<file path="src/rtl/core/bresenham_line_pixel_stepper_defines.svh">
// ----------------------------------------------------------------------------
// Bresenham line stepper assertion macros
// Concurrent assertion helpers for the line stepper RTL.
// ----------------------------------------------------------------------------
`ifndef BRESENHAM_LINE_PIXEL_STEPPER_DEFINES_SVH
`define BRESENHAM_LINE_PIXEL_STEPPER_DEFINES_SVH

// The consequent must hold in the same cycle as the antecedent.
`define BLS_ASSERT_SAME(label, ante, cons) \
  label: assert property (@(posedge clk_i) disable iff (!rst_ni) (ante) |-> (cons)) \
    else $error("line stepper check failed");

// The consequent must hold in the cycle after the antecedent.
`define BLS_ASSERT_NEXT(label, ante, cons) \
  label: assert property (@(posedge clk_i) disable iff (!rst_ni) (ante) |=> (cons)) \
    else $error("line stepper check failed");

`endif

</file>
<file path="src/rtl/core/bls_pkg.sv">
// ----------------------------------------------------------------------------
// Bresenham line stepper package
// Panel size, field widths, operation codes and the input item type.
// ----------------------------------------------------------------------------
`default_nettype none

package bls_pkg;

  // Panel geometry.
  localparam int unsigned PanelWidth  = 128;
  localparam int unsigned PanelHeight = 128;

  // Field widths.
  localparam int unsigned CoordW   = 7;
  localparam int unsigned InCoordW = 8;
  localparam int unsigned ColorW   = 16;
  localparam int unsigned ErrW     = 10;

  typedef logic [CoordW-1:0]      coord_t;
  typedef logic [InCoordW-1:0]    in_coord_t;
  typedef logic [ColorW-1:0]      color_t;
  typedef logic signed [ErrW-1:0] err_t;

  // Panel limits at input coordinate width.
  localparam in_coord_t PanelWidthLim  = in_coord_t'(PanelWidth);
  localparam in_coord_t PanelHeightLim = in_coord_t'(PanelHeight);

  typedef enum logic {
    OpStart = 1'b0,
    OpNext  = 1'b1
  } op_e;

  typedef struct packed {
    op_e       op;
    in_coord_t x_start;
    in_coord_t y_start;
    in_coord_t x_end;
    in_coord_t y_end;
    color_t    color;
  } in_item_t;

endpackage

`default_nettype wire

</file>
<file path="src/rtl/core/bls_in_if.sv">
// ----------------------------------------------------------------------------
// Line stepper command channel
// Valid/ready channel that carries start and next commands.
// ----------------------------------------------------------------------------
`default_nettype none

interface bls_in_if;
  import bls_pkg::*;

  logic      valid;
  logic      ready;
  logic      op;
  in_coord_t x_start;
  in_coord_t y_start;
  in_coord_t x_end;
  in_coord_t y_end;
  color_t    color;

  modport source (
    output valid, op, x_start, y_start, x_end, y_end, color,
    input  ready
  );

  modport sink (
    input  valid, op, x_start, y_start, x_end, y_end, color,
    output ready
  );
endinterface

`default_nettype wire

</file>
<file path="src/rtl/core/bls_out_if.sv">
// ----------------------------------------------------------------------------
// Line stepper pixel channel
// Valid/ready channel that carries one pixel per transfer.
// ----------------------------------------------------------------------------
`default_nettype none

interface bls_out_if;
  import bls_pkg::*;

  logic   valid;
  logic   ready;
  coord_t pixel_x;
  coord_t pixel_y;
  color_t pixel_color;
  logic   line_done;

  modport source (
    output valid, pixel_x, pixel_y, pixel_color, line_done,
    input  ready
  );

  modport sink (
    input  valid, pixel_x, pixel_y, pixel_color, line_done,
    output ready
  );
endinterface

`default_nettype wire

</file>
<file path="src/rtl/core/bls_in_stage.sv">
// ----------------------------------------------------------------------------
// Line stepper input register
// Captures one command per transfer and holds it until the core advances.
// ----------------------------------------------------------------------------
`default_nettype none

module bls_in_stage
  import bls_pkg::*;
(
  input  logic     clk_i,
  input  logic     rst_ni,
  bls_in_if.sink   in_ch_i,
  input  logic     advance_i,
  output in_item_t item_o,
  output logic     item_valid_o
);

  logic     valid_q;
  in_item_t item_q;
  in_item_t item_d;
  logic     load;

  // The register is free when empty or when its item moves on this cycle.
  assign load          = !valid_q || advance_i;
  assign in_ch_i.ready = load;

  // Pack the channel payload.
  always_comb begin
    item_d.op      = op_e'(in_ch_i.op);
    item_d.x_start = in_ch_i.x_start;
    item_d.y_start = in_ch_i.y_start;
    item_d.x_end   = in_ch_i.x_end;
    item_d.y_end   = in_ch_i.y_end;
    item_d.color   = in_ch_i.color;
  end

  // Valid flag.
  always_ff @(posedge clk_i or negedge rst_ni) begin
    if (!rst_ni) begin
      valid_q <= 1'b0;
    end else if (load) begin
      valid_q <= in_ch_i.valid;
    end
  end

  // Payload register.
  always_ff @(posedge clk_i) begin
    if (load && in_ch_i.valid) begin
      item_q <= item_d;
    end
  end

  assign item_o       = item_q;
  assign item_valid_o = valid_q;

endmodule

`default_nettype wire

</file>
<file path="src/rtl/core/bls_line_core.sv">
// ----------------------------------------------------------------------------
// Line stepper core
// Holds the line state, runs setup or one Bresenham step per command and
// registers the resulting pixel.
// ----------------------------------------------------------------------------
`default_nettype none

`include "bresenham_line_pixel_stepper_defines.svh"

module bls_line_core
  import bls_pkg::*;
(
  input  logic     clk_i,
  input  logic     rst_ni,
  input  in_item_t item_i,
  input  logic     item_valid_i,
  output logic     advance_o,
  bls_out_if.source out_ch_o
);

  localparam int unsigned E2W = ErrW + 1;

  // Line state.
  coord_t cur_x_q, cur_y_q, end_x_q, end_y_q, span_x_q, span_y_q;
  logic   step_x_neg_q, step_y_neg_q, active_q;
  err_t   err_q;
  color_t color_q;

  coord_t cur_x_d, cur_y_d, end_x_d, end_y_d, span_x_d, span_y_d;
  logic   step_x_neg_d, step_y_neg_d, active_d;
  err_t   err_d;
  color_t color_d;

  // Result register.
  logic   out_valid_q;
  coord_t pix_x_q, pix_y_q;
  color_t pix_color_q;
  logic   done_q;

  logic   advance, fire, is_start, reject, emit, done_d;
  coord_t xs, ys, xe, ye;
  logic   x_fwd, y_fwd;
  err_t   span_x_ext, span_y_ext;
  logic signed [E2W-1:0] e2, sx_e2, sy_e2;
  logic   move_x, move_y;

  // The pipeline moves when the result register is empty or being taken.
  assign advance   = !out_valid_q || out_ch_o.ready;
  assign advance_o = advance;
  assign fire      = advance && item_valid_i;
  assign is_start  = (item_i.op == OpStart);

  // Start command decode.
  assign reject = (item_i.x_start >= PanelWidthLim)  || (item_i.x_end >= PanelWidthLim) ||
                  (item_i.y_start >= PanelHeightLim) || (item_i.y_end >= PanelHeightLim);
  assign xs    = item_i.x_start[CoordW-1:0];
  assign ys    = item_i.y_start[CoordW-1:0];
  assign xe    = item_i.x_end[CoordW-1:0];
  assign ye    = item_i.y_end[CoordW-1:0];
  assign x_fwd = xs < xe;
  assign y_fwd = ys < ye;

  // Step decode on the current state, both tests on the same doubled error.
  assign span_x_ext = err_t'({{(ErrW-CoordW){1'b0}}, span_x_q});
  assign span_y_ext = err_t'({{(ErrW-CoordW){1'b0}}, span_y_q});
  assign e2     = {err_q, 1'b0};
  assign sx_e2  = {{(E2W-CoordW){1'b0}}, span_x_q};
  assign sy_e2  = {(E2W){1'b0}} - {{(E2W-CoordW){1'b0}}, span_y_q};
  assign move_x = (e2 >= sy_e2) && (cur_x_q != end_x_q);
  assign move_y = (e2 <= sx_e2) && (cur_y_q != end_y_q);

  // Next state and emit decision.
  always_comb begin
    cur_x_d      = cur_x_q;
    cur_y_d      = cur_y_q;
    end_x_d      = end_x_q;
    end_y_d      = end_y_q;
    span_x_d     = span_x_q;
    span_y_d     = span_y_q;
    step_x_neg_d = step_x_neg_q;
    step_y_neg_d = step_y_neg_q;
    err_d        = err_q;
    color_d      = color_q;
    emit         = 1'b0;
    if (is_start) begin
      if (!reject) begin
        emit         = 1'b1;
        cur_x_d      = xs;
        cur_y_d      = ys;
        end_x_d      = xe;
        end_y_d      = ye;
        span_x_d     = x_fwd ? (xe - xs) : (xs - xe);
        span_y_d     = y_fwd ? (ye - ys) : (ys - ye);
        step_x_neg_d = !x_fwd;
        step_y_neg_d = !y_fwd;
        err_d        = err_t'({{(ErrW-CoordW){1'b0}}, span_x_d}) -
                       err_t'({{(ErrW-CoordW){1'b0}}, span_y_d});
        color_d      = item_i.color;
      end
    end else if (active_q) begin
      emit  = 1'b1;
      err_d = err_q - (move_x ? span_y_ext : err_t'(0)) + (move_y ? span_x_ext : err_t'(0));
      if (move_x) begin
        cur_x_d = step_x_neg_q ? (cur_x_q - coord_t'(1)) : (cur_x_q + coord_t'(1));
      end
      if (move_y) begin
        cur_y_d = step_y_neg_q ? (cur_y_q - coord_t'(1)) : (cur_y_q + coord_t'(1));
      end
    end
  end

  assign done_d   = (cur_x_d == end_x_d) && (cur_y_d == end_y_d);
  assign active_d = emit ? !done_d : (is_start ? 1'b0 : active_q);

  // State registers.
  always_ff @(posedge clk_i or negedge rst_ni) begin
    if (!rst_ni) begin
      cur_x_q      <= '0;
      cur_y_q      <= '0;
      end_x_q      <= '0;
      end_y_q      <= '0;
      span_x_q     <= '0;
      span_y_q     <= '0;
      step_x_neg_q <= 1'b0;
      step_y_neg_q <= 1'b0;
      err_q        <= '0;
      color_q      <= '0;
      active_q     <= 1'b0;
    end else if (fire) begin
      cur_x_q      <= cur_x_d;
      cur_y_q      <= cur_y_d;
      end_x_q      <= end_x_d;
      end_y_q      <= end_y_d;
      span_x_q     <= span_x_d;
      span_y_q     <= span_y_d;
      step_x_neg_q <= step_x_neg_d;
      step_y_neg_q <= step_y_neg_d;
      err_q        <= err_d;
      color_q      <= color_d;
      active_q     <= active_d;
    end
  end

  // Result valid flag.
  always_ff @(posedge clk_i or negedge rst_ni) begin
    if (!rst_ni) begin
      out_valid_q <= 1'b0;
    end else if (advance) begin
      out_valid_q <= item_valid_i && emit;
    end
  end

  // Result payload.
  always_ff @(posedge clk_i) begin
    if (fire && emit) begin
      pix_x_q     <= cur_x_d;
      pix_y_q     <= cur_y_d;
      pix_color_q <= color_d;
      done_q      <= done_d;
    end
  end

  assign out_ch_o.valid       = out_valid_q;
  assign out_ch_o.pixel_x     = pix_x_q;
  assign out_ch_o.pixel_y     = pix_y_q;
  assign out_ch_o.pixel_color = pix_color_q;
  assign out_ch_o.line_done   = done_q;

  // A finished line leaves the stepper idle.
  `BLS_ASSERT_NEXT(a_done_goes_idle, fire && emit && done_d, !active_q)
  // A rejected start gives no pixel and leaves the stepper idle.
  `BLS_ASSERT_NEXT(a_reject_idle, fire && is_start && reject, !active_q && !out_valid_q)
  // While a line runs its current point stays inside the panel.
  `BLS_ASSERT_SAME(a_on_panel, active_q,
    ({1'b0, cur_x_q} < PanelWidthLim) && ({1'b0, cur_y_q} < PanelHeightLim))

endmodule

`default_nettype wire

</file>
<file path="src/rtl/core/bresenham_line_pixel_stepper.sv">
// ----------------------------------------------------------------------------
// Bresenham line pixel stepper
// Rasterizes one line on the panel: a valid start gives the first pixel, each next one more.
// ----------------------------------------------------------------------------
//  Port      Dir  Transfer carries
//  in_ch_i   in   op, x_start, y_start, x_end, y_end, color
//  out_ch_o  out  pixel_x, pixel_y, pixel_color, line_done
//
// One command per cycle is taken while out_ch_o does not stall; its pixel
// passes through the command register and then the pixel register.
// The step for a command uses the line state left by the previous command,
// updated in the same cycle the pixel register loads.
// rst_ni clears the line state and the valid flags of both registers; the stepper starts idle.
// When out_ch_o stalls, the pixel holds and one more command can be taken.
// ----------------------------------------------------------------------------
`default_nettype none

module bresenham_line_pixel_stepper
  import bls_pkg::*;
(
  input  logic      clk_i,
  input  logic      rst_ni,
  bls_in_if.sink    in_ch_i,
  bls_out_if.source out_ch_o
);

  in_item_t item;
  logic     item_valid;
  logic     advance;

  // Command register.
  bls_in_stage u_in_stage (
    .clk_i        (clk_i),
    .rst_ni       (rst_ni),
    .in_ch_i      (in_ch_i),
    .advance_i    (advance),
    .item_o       (item),
    .item_valid_o (item_valid)
  );

  // Line state, step logic and pixel register.
  bls_line_core u_line_core (
    .clk_i        (clk_i),
    .rst_ni       (rst_ni),
    .item_i       (item),
    .item_valid_i (item_valid),
    .advance_o    (advance),
    .out_ch_o     (out_ch_o)
  );

endmodule

`default_nettype wire

</file>
<file path="src/flat_wrapper.sv">
// flat-port wrapper written by rule: the top's interface ports become plain ports
module bresenham_line_pixel_stepper_flat import bls_pkg::*;
  (clk_i, rst_ni, in_ch_i_valid, in_ch_i_op, in_ch_i_x_start, in_ch_i_y_start, in_ch_i_x_end, in_ch_i_y_end, in_ch_i_color, in_ch_i_ready, out_ch_o_valid, out_ch_o_pixel_x, out_ch_o_pixel_y, out_ch_o_pixel_color, out_ch_o_line_done, out_ch_o_ready);
  bls_in_if in_ch_i_i ();
  bls_out_if out_ch_o_i ();
  input  logic clk_i;
  input  logic rst_ni;
  input wire logic [$bits(in_ch_i_i.valid)-1:0] in_ch_i_valid;
  input wire logic [$bits(in_ch_i_i.op)-1:0] in_ch_i_op;
  input wire logic [$bits(in_ch_i_i.x_start)-1:0] in_ch_i_x_start;
  input wire logic [$bits(in_ch_i_i.y_start)-1:0] in_ch_i_y_start;
  input wire logic [$bits(in_ch_i_i.x_end)-1:0] in_ch_i_x_end;
  input wire logic [$bits(in_ch_i_i.y_end)-1:0] in_ch_i_y_end;
  input wire logic [$bits(in_ch_i_i.color)-1:0] in_ch_i_color;
  output wire logic [$bits(in_ch_i_i.ready)-1:0] in_ch_i_ready;
  output wire logic [$bits(out_ch_o_i.valid)-1:0] out_ch_o_valid;
  output wire logic [$bits(out_ch_o_i.pixel_x)-1:0] out_ch_o_pixel_x;
  output wire logic [$bits(out_ch_o_i.pixel_y)-1:0] out_ch_o_pixel_y;
  output wire logic [$bits(out_ch_o_i.pixel_color)-1:0] out_ch_o_pixel_color;
  output wire logic [$bits(out_ch_o_i.line_done)-1:0] out_ch_o_line_done;
  input wire logic [$bits(out_ch_o_i.ready)-1:0] out_ch_o_ready;
  assign in_ch_i_i.valid = in_ch_i_valid;
  assign in_ch_i_i.op = in_ch_i_op;
  assign in_ch_i_i.x_start = in_ch_i_x_start;
  assign in_ch_i_i.y_start = in_ch_i_y_start;
  assign in_ch_i_i.x_end = in_ch_i_x_end;
  assign in_ch_i_i.y_end = in_ch_i_y_end;
  assign in_ch_i_i.color = in_ch_i_color;
  assign in_ch_i_ready = in_ch_i_i.ready;
  assign out_ch_o_valid = out_ch_o_i.valid;
  assign out_ch_o_pixel_x = out_ch_o_i.pixel_x;
  assign out_ch_o_pixel_y = out_ch_o_i.pixel_y;
  assign out_ch_o_pixel_color = out_ch_o_i.pixel_color;
  assign out_ch_o_line_done = out_ch_o_i.line_done;
  assign out_ch_o_i.ready = out_ch_o_ready;
  bresenham_line_pixel_stepper u_core (.clk_i(clk_i), .rst_ni(rst_ni), .in_ch_i(in_ch_i_i), .out_ch_o(out_ch_o_i));
endmodule
</file>
<file path="config.mk">
export PLATFORM = sky130hd
export DESIGN_NAME = bresenham_line_pixel_stepper_flat
export DESIGN_NICKNAME = d
export VERILOG_FILES = /design/src/rtl/core/bls_pkg.sv /design/src/rtl/core/bls_in_if.sv /design/src/rtl/core/bls_out_if.sv /design/src/rtl/core/bls_in_stage.sv /design/src/rtl/core/bls_line_core.sv /design/src/rtl/core/bresenham_line_pixel_stepper.sv /design/src/flat_wrapper.sv
export VERILOG_INCLUDE_DIRS = /design/src /design/src/rtl/core
export SDC_FILE = /design/constraint.sdc
export NUM_CORES = 1
export LEC_CHECK = 0
export BUFFER_PORTS_ARGS = -buffer_cell sky130_fd_sc_hd__buf_2
export CORE_MARGIN = 4
export CORE_UTILIZATION = 30
export CTS_CLUSTER_SIZE = 24
export DETAILED_ROUTE_END_ITERATION = 7
export GPL_TIMING_DRIVEN = 0
export SETUP_SLACK_MARGIN = 0.1
export SYNTH_ARGS = -nofsm -noshare
export SYNTH_HDL_FRONTEND = slang
export SYNTH_SLANG_ARGS = --single-unit
export TNS_END_PERCENT = 50
</file>
<file path="constraint.sdc">
create_clock -name clk_i -period 10.3 [get_ports clk_i]
set_input_delay 0 -clock clk_i [delete_from_list [all_inputs] [get_ports clk_i]]
set_output_delay 0 -clock clk_i [all_outputs]
set_load 0.1 [all_outputs]
</file>
# Word-level counts from Yosys, hierarchy flattened
# Index checks and enable logic that the tools add are counted.
dict set report classes {
  n_addsub 12
  n_mul 0
  div_mod_pow 0
  magnitude_cmp 8
  eq_ne 7
  n_shift 0
  muxes 28
  n_bitwise 2
  n_reduce_logical 20
}
# cell n
set ops {}
lappend ops {{7-bit two-way mux} 18}
lappend ops {{8-bit greater-or-equal comparator, second input constant} 4}
lappend ops {{16-bit two-way mux} 2}
lappend ops {{10-bit two-way mux} 3}
lappend ops {{7-bit subtractor} 4}
lappend ops {{7-bit by 1-bit adder with 7-bit output, second input constant} 2}
lappend ops {{7-bit equality test} 2}
lappend ops {{7-bit less-than comparator} 2}
lappend ops {{7-bit inequality test} 2}
lappend ops {{7-bit by 1-bit subtractor with 7-bit output, second input constant} 2}
lappend ops {{11-bit by 8-bit greater-or-equal comparator with 1-bit output} 1}
lappend ops {{11-bit by 8-bit <= comparator with 1-bit output} 1}
lappend ops {{10-bit by 8-bit adder with 10-bit output} 1}
lappend ops {{10-bit by 8-bit subtractor with 10-bit output} 1}
lappend ops {{1-bit by 7-bit subtractor with 8-bit output, first input constant} 1}
lappend ops {{7-bit by 7-bit subtractor with 8-bit output} 1}
lappend ops {{1-bit logical AND} 7}
lappend ops {{3-bit AND reduction} 2}
lappend ops {{1-bit logical NOT} 5}
lappend ops {{1-bit logical OR} 5}
lappend ops {{1-bit two-way mux} 5}
lappend ops {{2-bit inequality test, second input constant} 2}
lappend ops {{2-bit by 1-bit inequality test with 1-bit output, second input constant} 1}
lappend ops {{1-bit inverter} 2}
lappend ops {{2-bit AND reduction} 1}
dict set report totals {
  reg_bits 153
  latch_bits 0
  mem_bits_rw 0
  mem_bits_ro 0
  in_bits 53
  output_inout_bits 33
  word_cells 100
  memories 0
}

# Longest topological paths before layout
dict set report depth {
  ltp_word 10
  mapped_depth 25
  ltp_nobuf 25
}

# By module
# Synthesis repeated with hierarchy kept, for this count alone.
dict set report unflattened {
  hier_cells 885
  hier_area_um2 9341.5
}
# mod instances cells_per_inst area_each_um2 seq_area_each_um2
set by_module_without_submodules {}
lappend by_module_without_submodules {bls_line_core 1 832 7816.2 2732.6}
lappend by_module_without_submodules {bls_in_stage 1 53 1525.2 1496.4}

# Least setup slack after synthesis
# Ideal clock, no wire load.
dict set report synth_path {
  kind {register to register}
  start {register u_core.u_line_core.span_y_q[2]}
  end {register u_core.u_line_core.err_q[8]}
  setup_time_ns 0.087
  arrival_ns 4.497
  required_time_ns 10.213
  setup_slack_ns 5.715
  path_stages_with_launch 22
  n_path_buf 0
  period_less_slack_ns 4.585
  path_cell_list {dfrtp_1 nor2_1 nand3_1 nor4_1 ha_1 and3_1 nand3_1 o2111ai_1 o221a_2 and2_1 fa_1 inv_1 fa_1 a21o_1 a21oi_1 o21bai_1 a21oi_1 o21bai_1 a21oi_1 xor2_1 nand2_1 a22oi_1}
}
dict set report synth_between {
  elab_chain_len 8
}
# item line_no
set synth_lines {}
lappend synth_lines {{start, declared} bls_line_core.sv:24} ;# coord_t cur_x_q, cur_y_q, end_x_q, end_y_q, span_x_q, span_y_q;
lappend synth_lines {{start signal, assigned} bls_line_core.sv:135} ;# span_y_q <= span_y_d;
lappend synth_lines {{1-bit by 7-bit subtractor with 8-bit output} bls_line_core.sv:68} ;# assign sy_e2 = {(E2W){1'b0}} - {{(E2W-CoordW){1'b0}}, span_y_q};
lappend synth_lines {{11-bit by 8-bit greater-or-equal comparator with 1-bit output} bls_line_core.sv:69} ;# assign move_x = (e2 >= sy_e2) && (cur_x_q != end_x_q);
lappend synth_lines {{1-bit logical AND} bls_line_core.sv:69}
lappend synth_lines {{7-bit two-way mux (*)} bls_line_core.sv:102} ;# err_d = err_q - (move_x ? span_y_ext : err_t'(0)) + (move_y ? span_x_ext : err_t'(0));
lappend synth_lines {{10-bit by 8-bit subtractor with 10-bit output (*)} bls_line_core.sv:102}
lappend synth_lines {{10-bit by 8-bit adder with 10-bit output (*)} bls_line_core.sv:102}
lappend synth_lines {{10-bit two-way mux (*)} bls_line_core.sv:100} ;# end else if (active_q) begin
lappend synth_lines {{10-bit two-way mux (*)} bls_line_core.sv:85} ;# if (is_start) begin
lappend synth_lines {{end signal, assigned} bls_line_core.sv:138} ;# err_q <= err_d;
lappend synth_lines {{end, declared} bls_line_core.sv:26} ;# err_t err_q;
# Every way passes the cells marked *; elsewhere a longest branch is shown, timed or not. The select of a mux whose other input is x is not followed.
# A chain may end at the register's enable or synchronous reset.

# Final worst setup path
# Ends and elaborated chain as after synthesis.

==> summary.md <==
| Metric | Value |
|---|---|
| Synth warn | `0` |
| Worst-path maximum fanout | `8` |
| Post-synth ARST share | `0.477` |
| Maximum VDD drop | `about 0.00011 V` |
| Fmax | `around 0.18 GHz` |
| Ant. Diodes | `0` |
| Core box area | `around 0.031 mm²` |
| Seq/Total Area, Yosys | `0.449` |
| Crit start category | `register` |
| Netlist cell types | `slightly below 70` |
| Hpwl dp | `approximately 19000 µm` |
| Hold/Removal Path Class | `input pin to asynchronous set/reset pin` |
| Area growth from synthesis to layout | `23.0%` |
| # H-tree levels | `4` |
| Power density over the cells | `roughly 270 mW/mm²` |
| Via count | `7322` |
| Fin nets | `~1200` |
| Critical path's largest stage delay | `0.72 ns` |
| Cell mode on critical path | `a21oi_1` |
| Final Instance Area | `approximately 0.012 mm²` |
| Clk buf depth | `2` |
| CP max stage cell | `nor4_1` |
| Hold Buf Count CTS | `53` |
| Filler Cells Inserted | `a little over 3000` |
| Die Height | `185 µm` |
| Worst skew pair latency | `0.43 ns` |
| Rows | `between 60 and 70` |
| Sequential cell area | `approximately 0.0042 mm²` |
| Initial core utilization | `0.306` |
| RSZ-0062 raised after global routing | `no` |
| Worst relative slew slack | `0.381` |
| Sequential Power Share | `0.290` |
| Initial DRT Pass Iterations | `5` |
| Sw frac | `0.406` |
| Clock period minus worst slack | `between 5 and 6 ns` |
| Port Buf Inserts | `85` |
| Reg2Reg Capture Point | `u_core.u_line_core.err_q[8]$_DFFE_PN0P_` |
| Setup bufs post-CTS | `0` |
| IO Pins | `86` |
| Routed length per instance | `16.5 µm` |
| Grt ovf | `0` |
| Data arrival, critical path | `roughly 5.9 ns` |
| Via density per instance | `about 4.8` |
| Int Pwr | `1.84 mW` |
| Dominant synthesized flop cell | `edfxtp_1` |
| RR Startpoint | `u_core.u_line_core.span_y_q[2]$_DFFE_PN0P_` |
| Reg2reg setup slack | `4.70 ns` |
| Gate power share | `0.495` |
| CTS Buf Count | `17` |
| ANT nets after route | `0` |
| DRT Wirelength | `24900 µm` |
| Register bit total from synthesis | `about 150` |
| Fin Hold WS | `a little over 0.06 ns` |
| Largest net degree at the start of global routing | `44` |
| DRC violation count after routing | `0` |
| CP startpoint | `u_core.u_line_core.span_y_q[2]$_DFFE_PN0P_` |
| Antenna violations before repair | `0` |
| GPL Wtd Cong | `0.920` |
| Worst path cell trace | `nor2_1, nand3_1, nor4_1, ha_1, nand3_1, nor2_1, a21oi_1, o2111ai_1, o221a_2, and2_1, fa_1, inv_1, fa_1, a21o_1, a21oi_1, o21bai_1, a21oi_1, o21bai_1, a21oi_1, xor2_1, nand2_1, a22oi_1` |
| Vias in the first global route | `approximately 7400` |
| First-pass GRT wire length | `39600 µm` |
| Count of final setup violators | `0` |
| Status | `finished, final reports clean` |
| Multi-input logic area | `0.00473 mm²` |
| Chip width | `185 µm` |
| Final Max Slew Viols | `0` |
| Worst-path clk slew | `approximately 0.070 ns` |
| Global Route Usage Sum | `0.148` |
| Clk pwr share | `0.216` |
| R2r worst-path depth | `22` |
| Most frequent cells in the layout | `nand2_1, inv_1, buf_2` |
| Die Area | `~0.034 mm²` |
| Fin. Hold Viols | `0` |
| Final period utilization | `0.544` |
| Setup TNS | `0 ns` |
| Root Buffer | `clkbuf_16` |
| EDFF count, synth | `80` |
| CP Capture Type | `register` |
| Drt initial violations | `582` |
| Post_cts resized | `0` |
| Syn nets | `around 1100` |
| Share of layout cells above drive strength 1 | `0.140` |
| Commonest non-fill, non-tap cell in the layout | `nand2_1` |
| Syn Inst Count | `942` |
| Net Sw Power | `between 1 and 1.5 mW` |
| CTS tree | `done` |
| Crit path to | `u_core.u_line_core.err_q[8]$_DFFE_PN0P_` |
| Worst slew pin tran | `slightly above 0.9 ns` |
| CP Data Required Time | `approximately 11 ns` |
| Final Non-Filler Cells | `1512` |
| # clock sinks | `between 150 and 200` |
| Placed Cells | `1427` |
| Max cap viols | `0` |
| Crit path kind | `register to register` |
| Post-DP Area | `approximately 0.010 mm²` |
| Skew final | `~0.013 ns` |
| Pleak | `a little over 5 nW` |
| Cell Area, Synth | `about 0.0094 mm²` |
| Syn Area/Cell | `10.0 µm²` |
[sequential cells by signal (all words and copies together) (netlist names), 7 cells and up]
register / flops
u_core.u_line_core.cur_x_q: 7
u_core.u_in_stage.item_o: 49
u_core.u_line_core.cur_y_q: 7
u_core.u_line_core.span_x_q: 7
u_core.u_line_core.out_ch_o.pixel_color: 16
u_core.u_line_core.span_y_q: 7
u_core.u_line_core.err_q: 10
u_core.u_line_core.end_x_q: 7
u_core.u_line_core.out_ch_o.pixel_x: 7
u_core.u_line_core.out_ch_o.pixel_y: 7
u_core.u_line_core.color_q: 16
u_core.u_line_core.end_y_q: 7
[stage by stage]
stage           util  power, mW  setup slack, ns
6_report       0.377       3.09             4.70
5_1_grt        0.377       3.34             4.31
4_1_cts        0.377       3.10             4.72
3_5_place_dp   0.339       2.40             4.76
3_3_place_gp   0.336       2.36             4.79
2_1_floorplan      -       2.05             5.72
[worst min path at each step]
stage	startpoint	to	slack, ns	cells after the start
6_report	rst_ni	u_core.u_line_core.color_q[1]$_DFFE_PN0P_	0.06	2
5_1_grt	rst_ni	u_core.u_line_core.color_q[1]$_DFFE_PN0P_	0.09	2
4_1_cts	rst_ni	u_core.u_line_core.color_q[1]$_DFFE_PN0P_	0.08	2
3_5_place_dp	rst_ni	u_core.u_line_core.color_q[1]$_DFFE_PN0P_	-0.02	1
3_3_place_gp	in_ch_i_color[9]	u_core.u_in_stage.item_o[9]$_DFFE_PP_	0.18	1
2_1_floorplan	rst_ni	u_core.u_in_stage.item_valid_o$_DFFE_PN0N_	-0.30	0
[cell type report]
type | instances | area share
Multi-Input combinational cell | 668 | 0.409
Sequential cell | 153 | 0.365
Timing Repair Buffer | 142 | 0.0892
Tap cell | 396 | 0.0428
Clock buffer | 18 | 0.0371
Inverter | 90 | 0.0292
Clock inverter | 14 | 0.0170
Buffer | 31 | 0.0108
[power groups by stage]
stage | combinational, mW | clock [mW] | sequential, mW
global placement | 1.46 | 0 | 0.904
finish | 1.53 | 0.667 | 0.895
floorplan | 1.14 | 0 | 0.915
detailed placement | 1.49 | 0 | 0.905
CTS | 1.52 | 0.679 | 0.894
global route | 1.72 | 0.710 | 0.909
[routing by layer]
layer	GRT usage	up-vias	wire, µm
li1	-	3608	-
met1	0.206	3522	11700
met2	0.236	161	11700
met3	0.0277	31	994
met4	0.0417	0	461
met5	0	-	0
[critical path: cells and delay by family, from the launching register on]
kind                     cells  cell delay, ns
AO/OA/AOI/OAI               10            2.08
AND/OR/NAND/NOR              7            1.39
adder cells (fa/ha/maj)      3            1.37
flip-flops                   1            0.44
XOR/XNOR                     1            0.16
buffers and inverters        1            0.06
[cell usage after synthesis (all sizes together), types with 3 or more instances]
cell,instances,share of area
o21bai,7,0.0056
ha,72,0.096
nand2,172,0.069
edfxtp,80,0.26
a211oi,21,0.017
nor2b,5,0.0041
a21boi,4,0.0032
nand3b,3,0.0024
and3,5,0.0033
nand3,11,0.0058
fa,14,0.030
inv,90,0.036
xor2,19,0.018
buf,5,0.0028
o21ai,52,0.028
nand4,8,0.0053
nor4,6,0.0047
a31oi,8,0.0053
dfrtp,73,0.19
clkbuf,26,0.010
mux2i,18,0.019
mux2,20,0.024
a211o,3,0.0028
o211ai,7,0.0056
or4b,3,0.0036
a21o,9,0.0072
nor3,8,0.0054
nand2b,6,0.0040
a221oi,4,0.0037
a21oi,47,0.025
xnor2,52,0.048
nor2,36,0.014
and2,12,0.0080
a22oi,5,0.0040
[cells by family (layout without fill, tap and decap cells)]
kind of cell / count (synthesis) / count (layout) / synth area share
AND/OR/NAND/NOR: 282 / 282 / 0.135
AO/OA/AOI/OAI: 191 / 191 / 0.132
flip-flops: 153 / 153 / 0.449
buffers and inverters: 121 / 295 / 0.0490
adder cells (fa/ha/maj): 86 / 86 / 0.125
XOR/XNOR: 71 / 71 / 0.0660
multiplexers: 38 / 38 / 0.0431
Note: power is estimated with default switching activity, not from simulation.
